===== src/rtl/packed_raw_pixel_unpacker_top_macros.svh =====
// assertion macros shared by the packed raw pixel unpacker rtl
`ifndef PACKED_RAW_PIXEL_UNPACKER_TOP_MACROS_SVH
`define PACKED_RAW_PIXEL_UNPACKER_TOP_MACROS_SVH

// same-cycle implication, sampled on clk, off while rst_n is low
`define PPU_ASSERT_NOW(lbl, ante, cons) \
    lbl: assert property (@(posedge clk) disable iff (!rst_n) (ante) |-> (cons)) \
        else $error("ppu assertion failed");

// next-cycle implication, sampled on clk, off while rst_n is low
`define PPU_ASSERT_NEXT(lbl, ante, cons) \
    lbl: assert property (@(posedge clk) disable iff (!rst_n) (ante) |=> (cons)) \
        else $error("ppu assertion failed");

`endif


===== src/rtl/ppu_pkg.sv =====
// shared types and constants of the packed raw pixel unpacker
`timescale 1ns / 1ps

package ppu_pkg;

    localparam int WORD_W           = 16;
    localparam int PIX_W            = 16;
    localparam int DEPTH_W          = 5;
    localparam int CFG_DIM_W        = 14;
    localparam int CFG_DATA_W       = 14;
    localparam int CFG_IDX_W        = 2;
    localparam int ACC_W            = 31;
    localparam int HELD_W           = 5;
    localparam int NPIX_W           = 4;
    localparam int MAX_PIX_PER_WORD = 16;
    localparam int MAX_PIX_DEPTH    = 16;
    localparam int QUEUE_DEPTH      = 2;

    localparam int DEFAULT_MAX_DIMENSION = 8192;

    localparam logic [DEPTH_W-1:0]   RESET_BIT_DEPTH    = 5'd14;
    localparam logic [CFG_DIM_W-1:0] RESET_IMAGE_WIDTH  = 14'd1920;
    localparam logic [CFG_DIM_W-1:0] RESET_IMAGE_HEIGHT = 14'd1080;

    typedef enum logic [CFG_IDX_W-1:0] {
        CFG_BIT_DEPTH    = 2'd0,
        CFG_IMAGE_WIDTH  = 2'd1,
        CFG_IMAGE_HEIGHT = 2'd2
    } cfg_index_t;

    typedef struct packed {
        logic              valid;
        logic [WORD_W-1:0] word;
    } queue_head_t;

endpackage


===== src/rtl/ppu_front.sv =====
// input side: accepts packed words into a short queue ahead of the unpack engine
`timescale 1ns / 1ps

module ppu_front (
    input  logic                        clk,
    input  logic                        rst_n,
    input  logic                        in_valid,
    output logic                        in_stall,
    input  logic [ppu_pkg::WORD_W-1:0]  packed_word,
    output ppu_pkg::queue_head_t        head,
    input  logic                        pop
);
    import ppu_pkg::*;

    localparam int PTR_W  = (QUEUE_DEPTH > 1) ? $clog2(QUEUE_DEPTH) : 1;
    localparam int FILL_W = $clog2(QUEUE_DEPTH + 1);

    logic [WORD_W-1:0] mem_reg [QUEUE_DEPTH];
    logic [PTR_W-1:0]  wr_ptr_reg, wr_ptr_next;
    logic [PTR_W-1:0]  rd_ptr_reg, rd_ptr_next;
    logic [FILL_W-1:0] fill_reg, fill_next;
    logic              push;

    assign in_stall   = (fill_reg == FILL_W'(QUEUE_DEPTH));
    assign push       = in_valid && !in_stall;
    assign head.valid = (fill_reg != '0);
    assign head.word  = mem_reg[rd_ptr_reg];

    always_comb
    begin
        wr_ptr_next = wr_ptr_reg;
        rd_ptr_next = rd_ptr_reg;
        fill_next   = fill_reg;
        if (push)
        begin
            wr_ptr_next = (wr_ptr_reg == PTR_W'(QUEUE_DEPTH - 1)) ? '0 : wr_ptr_reg + 1'b1;
        end
        if (pop)
        begin
            rd_ptr_next = (rd_ptr_reg == PTR_W'(QUEUE_DEPTH - 1)) ? '0 : rd_ptr_reg + 1'b1;
        end
        if (push && !pop)
        begin
            fill_next = fill_reg + 1'b1;
        end
        else if (pop && !push)
        begin
            fill_next = fill_reg - 1'b1;
        end
    end

    always_ff @(posedge clk or negedge rst_n)
    begin
        if (!rst_n)
        begin
            wr_ptr_reg <= '0;
            rd_ptr_reg <= '0;
            fill_reg   <= '0;
        end
        else
        begin
            wr_ptr_reg <= wr_ptr_next;
            rd_ptr_reg <= rd_ptr_next;
            fill_reg   <= fill_next;
        end
    end

    always_ff @(posedge clk)
    begin
        if (push)
        begin
            mem_reg[wr_ptr_reg] <= packed_word;
        end
    end

endmodule


===== src/rtl/ppu_back.sv =====
// unpack engine: bit accumulator, pixel counter and output register
`timescale 1ns / 1ps

module ppu_back #(
    parameter int CNT_W = 28
) (
    input  logic                         clk,
    input  logic                         rst_n,
    input  ppu_pkg::queue_head_t         head,
    output logic                         pop,
    input  logic [ppu_pkg::DEPTH_W-1:0]  bd,
    input  logic [CNT_W-1:0]             total,
    output logic                         out_valid,
    input  logic                         out_stall,
    output logic [ppu_pkg::PIX_W-1:0]    pixel_value,
    output logic                         last_of_word,
    output logic                         last_of_frame
);
    import ppu_pkg::*;

    `include "packed_raw_pixel_unpacker_top_macros.svh"

    logic              active_reg, active_next, active_base;
    logic [ACC_W-1:0]  acc_reg, acc_next, acc_base;
    logic [HELD_W-1:0] held_reg, held_next, held_base;
    logic [NPIX_W-1:0] npix_reg, npix_next;
    logic [CNT_W-1:0]  count_reg, count_next, count_inc;

    logic              out_valid_reg, out_valid_next;
    logic [PIX_W-1:0]  pixel_reg;
    logic              last_word_reg;
    logic              last_frame_reg;

    logic              emit;
    logic [HELD_W-1:0] rem;
    logic [ACC_W-1:0]  shifted;
    logic [ACC_W-1:0]  keep_mask;
    logic [PIX_W-1:0]  pix_mask;
    logic [PIX_W-1:0]  pixel;
    logic              frame_end;
    logic              last_word;

    assign emit      = active_reg && (!out_valid_reg || !out_stall);
    assign rem       = held_reg - bd;
    assign shifted   = acc_reg >> rem;
    assign pix_mask  = PIX_W'((32'd1 << bd) - 32'd1);
    assign pixel     = shifted[PIX_W-1:0] & pix_mask;
    assign keep_mask = ACC_W'((32'd1 << rem) - 32'd1);
    assign count_inc = count_reg + CNT_W'(1);
    assign frame_end = (count_inc >= total);
    assign last_word = frame_end || (npix_reg == NPIX_W'(MAX_PIX_PER_WORD - 1))
                       || (rem < bd);

    always_comb
    begin
        acc_base    = acc_reg;
        held_base   = held_reg;
        count_next  = count_reg;
        npix_next   = npix_reg;
        active_base = active_reg;
        if (emit)
        begin
            if (frame_end)
            begin
                // leftover padding bits are dropped at frame end
                acc_base   = '0;
                held_base  = '0;
                count_next = '0;
            end
            else
            begin
                acc_base   = acc_reg & keep_mask;
                held_base  = rem;
                count_next = count_inc;
            end
            npix_next = npix_reg + 1'b1;
            if (last_word)
            begin
                active_base = 1'b0;
            end
        end

        pop         = head.valid && !active_base;
        acc_next    = acc_base;
        held_next   = held_base;
        active_next = active_base;
        if (pop)
        begin
            acc_next    = {acc_base[ACC_W-WORD_W-1:0], head.word};
            held_next   = held_base + HELD_W'(WORD_W);
            npix_next   = '0;
            active_next = 1'b1;
        end

        out_valid_next = out_valid_reg && out_stall;
        if (emit)
        begin
            out_valid_next = 1'b1;
        end
    end

    always_ff @(posedge clk or negedge rst_n)
    begin
        if (!rst_n)
        begin
            active_reg    <= 1'b0;
            acc_reg       <= '0;
            held_reg      <= '0;
            npix_reg      <= '0;
            count_reg     <= '0;
            out_valid_reg <= 1'b0;
        end
        else
        begin
            active_reg    <= active_next;
            acc_reg       <= acc_next;
            held_reg      <= held_next;
            npix_reg      <= npix_next;
            count_reg     <= count_next;
            out_valid_reg <= out_valid_next;
        end
    end

    always_ff @(posedge clk)
    begin
        if (emit)
        begin
            pixel_reg      <= pixel;
            last_word_reg  <= last_word;
            last_frame_reg <= frame_end;
        end
    end

    assign out_valid     = out_valid_reg;
    assign pixel_value   = pixel_reg;
    assign last_of_word  = last_word_reg;
    assign last_of_frame = last_frame_reg;

    `PPU_ASSERT_NOW(a_active_has_pixel, active_reg, held_reg >= bd)
    `PPU_ASSERT_NOW(a_idle_held_narrow, !active_reg, held_reg < HELD_W'(WORD_W))
    `PPU_ASSERT_NEXT(a_frame_end_clears, emit && frame_end, count_reg == '0)
    `PPU_ASSERT_NOW(a_frame_ends_word, out_valid_reg && last_frame_reg, last_word_reg)

endmodule


===== src/rtl/packed_raw_pixel_unpacker_top.sv =====
// Packed raw pixel unpacker. Takes 16-bit words of a raw frame and unpacks
// pixels of bit_depth bits, packed msb first across word boundaries, each
// zero-extended to 16 bits; last_of_word marks the final pixel of a word and
// last_of_frame the pixel that completes image_width * image_height, after
// which leftover bits are dropped. Every word yields between 1 and 16 pixels.
// Words wait in a two-entry queue; the unpack engine emits one pixel per cycle
// unless out_stall holds its output, and loads the next word in the same cycle
// as the last pixel of the current one; a word yields one or two pixels at 10
// to 16 bit depths. The first pixel of a word passes the queue, the accumulator
// and the output register. A new bit depth applies from the cycle after its
// write, a new frame size after the size and total registers; configuration
// writes must be made while no transaction is in flight.
`timescale 1ns / 1ps

module packed_raw_pixel_unpacker_top #(
    parameter int MAX_DIMENSION = ppu_pkg::DEFAULT_MAX_DIMENSION
) (
    input  logic                           clk,
    input  logic                           rst_n,
    input  logic                           cfg_we,
    input  logic [ppu_pkg::CFG_IDX_W-1:0]  cfg_index,
    input  logic [ppu_pkg::CFG_DATA_W-1:0] cfg_data,
    input  logic                           in_valid,
    output logic                           in_stall,
    input  logic [ppu_pkg::WORD_W-1:0]     packed_word,
    output logic                           out_valid,
    input  logic                           out_stall,
    output logic [ppu_pkg::PIX_W-1:0]      pixel_value,
    output logic                           last_of_word,
    output logic                           last_of_frame
);
    import ppu_pkg::*;

    localparam int CFG_DIM_MAX = 2 ** CFG_DIM_W - 1;
    localparam int EFF_MAX     = (MAX_DIMENSION < CFG_DIM_MAX) ? MAX_DIMENSION : CFG_DIM_MAX;
    localparam int DIM_W       = $clog2(EFF_MAX + 1);
    localparam int CNT_W       = 2 * DIM_W;

    logic [DEPTH_W-1:0]   bit_depth_reg;
    logic [CFG_DIM_W-1:0] image_width_reg;
    logic [CFG_DIM_W-1:0] image_height_reg;
    logic [DEPTH_W-1:0]   bd;
    logic [DIM_W-1:0]     width_clamp;
    logic [DIM_W-1:0]     height_clamp;
    logic [CNT_W-1:0]     total_next;
    logic [CNT_W-1:0]     total_reg;
    queue_head_t          head;
    logic                 pop;

    always_ff @(posedge clk or negedge rst_n)
    begin
        if (!rst_n)
        begin
            bit_depth_reg    <= RESET_BIT_DEPTH;
            image_width_reg  <= RESET_IMAGE_WIDTH;
            image_height_reg <= RESET_IMAGE_HEIGHT;
        end
        else if (cfg_we)
        begin
            unique case (cfg_index)
                CFG_BIT_DEPTH:    bit_depth_reg    <= cfg_data[DEPTH_W-1:0];
                CFG_IMAGE_WIDTH:  image_width_reg  <= cfg_data[CFG_DIM_W-1:0];
                CFG_IMAGE_HEIGHT: image_height_reg <= cfg_data[CFG_DIM_W-1:0];
                default:          ;
            endcase
        end
    end

    // clamp settings into their legal ranges
    always_comb
    begin
        if (bit_depth_reg == '0)
        begin
            bd = DEPTH_W'(1);
        end
        else if (bit_depth_reg > DEPTH_W'(MAX_PIX_DEPTH))
        begin
            bd = DEPTH_W'(MAX_PIX_DEPTH);
        end
        else
        begin
            bd = bit_depth_reg;
        end

        if (image_width_reg == '0)
        begin
            width_clamp = DIM_W'(1);
        end
        else if (32'(image_width_reg) > 32'(EFF_MAX))
        begin
            width_clamp = DIM_W'(EFF_MAX);
        end
        else
        begin
            width_clamp = DIM_W'(image_width_reg);
        end

        if (image_height_reg == '0)
        begin
            height_clamp = DIM_W'(1);
        end
        else if (32'(image_height_reg) > 32'(EFF_MAX))
        begin
            height_clamp = DIM_W'(EFF_MAX);
        end
        else
        begin
            height_clamp = DIM_W'(image_height_reg);
        end

        total_next = CNT_W'(width_clamp) * CNT_W'(height_clamp);
    end

    always_ff @(posedge clk)
    begin
        total_reg <= total_next;
    end

    ppu_front u_front (
        .clk         (clk),
        .rst_n       (rst_n),
        .in_valid    (in_valid),
        .in_stall    (in_stall),
        .packed_word (packed_word),
        .head        (head),
        .pop         (pop)
    );

    ppu_back #(
        .CNT_W (CNT_W)
    ) u_back (
        .clk           (clk),
        .rst_n         (rst_n),
        .head          (head),
        .pop           (pop),
        .bd            (bd),
        .total         (total_reg),
        .out_valid     (out_valid),
        .out_stall     (out_stall),
        .pixel_value   (pixel_value),
        .last_of_word  (last_of_word),
        .last_of_frame (last_of_frame)
    );

endmodule

===== config.mk =====
export PLATFORM = sky130hd
export DESIGN_NAME = packed_raw_pixel_unpacker_top
export DESIGN_NICKNAME = d
export VERILOG_FILES = /design/src/rtl/ppu_pkg.sv /design/src/rtl/ppu_front.sv /design/src/rtl/ppu_back.sv /design/src/rtl/packed_raw_pixel_unpacker_top.sv
export VERILOG_INCLUDE_DIRS = /design/src /design/src/rtl
export SDC_FILE = /design/constraint.sdc
export NUM_CORES = 1
export LEC_CHECK = 0
export BUFFER_PORTS_ARGS = -buffer_cell sky130_fd_sc_hd__buf_2
export CORE_AREA = 2 2 236 168
export CTS_CLUSTER_SIZE = 12
export DETAILED_ROUTE_END_ITERATION = 10
export DIE_AREA = 0 0 238 170
export PLACE_DENSITY_LB_ADDON = 0.1
export SLEW_MARGIN = 0
export SYNTH_ARGS = -nofsm -noshare
export SYNTH_HDL_FRONTEND = slang
export SYNTH_SLANG_ARGS = --single-unit

===== constraint.sdc =====
create_clock -name clk -period 17.19 [get_ports clk]
set_input_delay 1.719 -clock clk [delete_from_list [all_inputs] [get_ports clk]]
set_output_delay 1.719 -clock clk [all_outputs]
set_load 0.1 [all_outputs]

==> flow_summary.toml <==
[global_route]
grt_usage_pct = 25.1
grt_overflow = 0
grt_pass1_vias = 13000
grt_max_degree = 55
antenna_found_initial = 0
grt_pass1_wl_mm = 77.6

[sta]
maxSlewViolCount = 0
slew_headroom_pct = 31.7
fin_tns_setup_ps = 0
grt_setup_unrepaired = "no"
finalCritPeriodShare_pct = 40.8
clock_skew_ps = 17.4
worst_slack_ps = 10180
setup_violations = 0
period_needed_ps = 7010
fmax_mhz = 143
tightest_slew_ps = 1020
final-hold-violation-count = 0

[floorplan]
die_y_um = 170
dieWidth_um = 238
die-area_mm2 = 0.0405
rows = 60
ios = 57
initial_core_util_pct = 44.5
core_area_mm2 = 0.0381

[placement]
gp_congestion = 0.926
dpl.hpwl_mm = 37.5
port_buffers = 56
place_area_mm2 = 0.0177
dp_slack_ps = 10260

[cts]
cts_buffers = 17
cts_tree = "built"
post_cts_resize_count = 0
max-clock-path-buffers = 2
clock_sinks = 185
clkLatencyLatePin_ps = 470
cts_htree_levels = 4
cts_root_buf = "clkbuf_16"
ctsHoldBuffers = 0
clkTransAtPathRegs_ps = 90
cts_setup_buffers = 0

[finish]
nets = 2172
drive_gt1_share_pct = 10.6
largest_reg_flops = 32
final_area_mm2 = 0.0183
final_cell_mix = "nand2_1 (257), inv_1 (201), fa_1 (142), nor2_1 (140), ha_1 (133)"
final_util_pct = 48.1
diodes = 0
layout.cells.most_common = "nand2_1"
area_growth_syn_to_layout_pct = 7.92

[critical_path]
max_stage_delay_ps = 800
crit_top_cell = "fa_1"
start_kind = "flop"
worst-setup-path-type = "reg -> reg"
cp.buffers_inverters = 4
endpoint_kind = "flop"
cp_slowest_cell = "nor2b_1"
crit_fanout = 38
worstPathArrival_ps = 7410
cp_top_family = "adder cells"
cp.required_ps = 17590
crit_chain = "buf_4 > nor2b_1 > nand2_1 > fa_1 > fa_1 > fa_1 > inv_1 > fa_1 > fa_1 > inv_1 > fa_1 > inv_1 > ha_1 > a21oi_1 > o21ai_0 > a221o_1 > a21oi_1 > o22a_1 > o21ai_0 > o21a_1 > o211ai_1"

[synth]
synth_edf_count = 50
ys_ff_latch = 185
synth_top_area_share_pct = 16.7
ys_seq_area_share_pct = 28.0
synthCells = 1858
yosysUniqueCellTypes = 76
synth.area.top_cells = "fa_1 (17%), dfrtp_1 (14%), ha_1 (9.9%), edfxtp_1 (8.8%), nand2_1 (5.7%)"
yosys_warnings = 0
synth_ff_type = "dfrtp_1"
yosys.area.top_type = "fa_1"
syn_nets = 2171
ys_async_sr_fraction_pct = 57.8
syn_area_per_cell_um2 = 9.14
netlist_area_mm2 = 0.0170

[pwr]
leakage_uw = 0.00852
ir_drop_uv = 175
power.density_mw_per_mm2 = 207

[routing]
drtIter0Drc = 1275
drtPass1Iterations = 5
finalWirelength_mm = 48.8
drtAntennaViolNets = 0
post_drt_wl_per_cell_um = 20.6
route.detailed.drc = 0
vias_per_cell = 5.64
vias = 13300

[run]
maxCapViolCount = 0

[min_path]
hold_path.class = "reg -> reg"

[outcome]
status = "completed"
path summary, 6_finish.rpt:
kind / start / endpoint / slack (ps) / depth (start not counted)
max reg2reg: image_height_reg[13] / total_reg[27] / 10180 / 21
min reg2reg: u_back.count_reg[27] / u_back.count_reg[27] / 500 / 1
min: u_back.count_reg[27] / u_back.count_reg[27] / 500 / 1
max: image_height_reg[13] / total_reg[27] / 10180 / 21
max in group asynchronous: rst_n / u_back.count_reg[17] / 14660 / 2
min in group asynchronous: rst_n / u_back.acc_reg[16] / 1300 / 1
logic make-up (layout without fill, tap and decap cells):
family | count (synthesis) | count (layout) | share of synthesized area [%]
AND/OR/NAND/NOR | 617 | 617 | 16.6
AO/OA/AOI/OAI | 333 | 333 | 12.6
buffers and inverters | 306 | 320 | 7.01
adder cells (fa/ha/maj) | 276 | 276 | 26.6
flip-flops | 185 | 185 | 28.0
multiplexers | 76 | 76 | 5.84
XOR/XNOR | 64 | 64 | 3.34
other | 1 | 1 | 0.0221
stage by stage:
stage                     power [µW]  instances  hold WS [ps]
after floorplan                 2640       1858           455
after global placement          3300       2336           474
after detailed placement        3300       2336           478
after CTS                       3770       2368           501
after global routing            4130       2368           528
final                           3800       2368           497
routing by layer:
| layer | GRT usage (%) | wire length [µm] |
|---|---|---|
| met1 | 42.1 | 26000 |
| met2 | 31.0 | 17800 |
| met3 | 6.75 | 4550 |
| met4 | 4.67 | 527 |
| met5 | 0 | 0 |
cell usage after synthesis, drive strengths merged (30+ instances only):
library cell,instances
nand2,258
inv,204
fa,142
nor2,142
ha,134
dfrtp,96
a21oi,88
o21ai,88
clkbuf,72
edfxtp,50
nor2b,45
xnor2,38
mux2,35
nor3,35
nand3,30
where the power goes:
group	internal (µW)	total [µW]	switching, µW
combinational	903	2610	1710
clock	209	438	230
sequential	624	749	125
final cells by class:
class | count | area, µm²
inverters | 208 | 782
well taps | 496 | 621
flip-flops and latches | 185 | 4750
multi-input cells | 1367 | 11100
clock inverters | 15 | 230
repair buffers | 80 | 463
clock buffers | 17 | 425
fillers | 3647 | 19800
No activity file was read; power rests on OpenSTA's default activity.
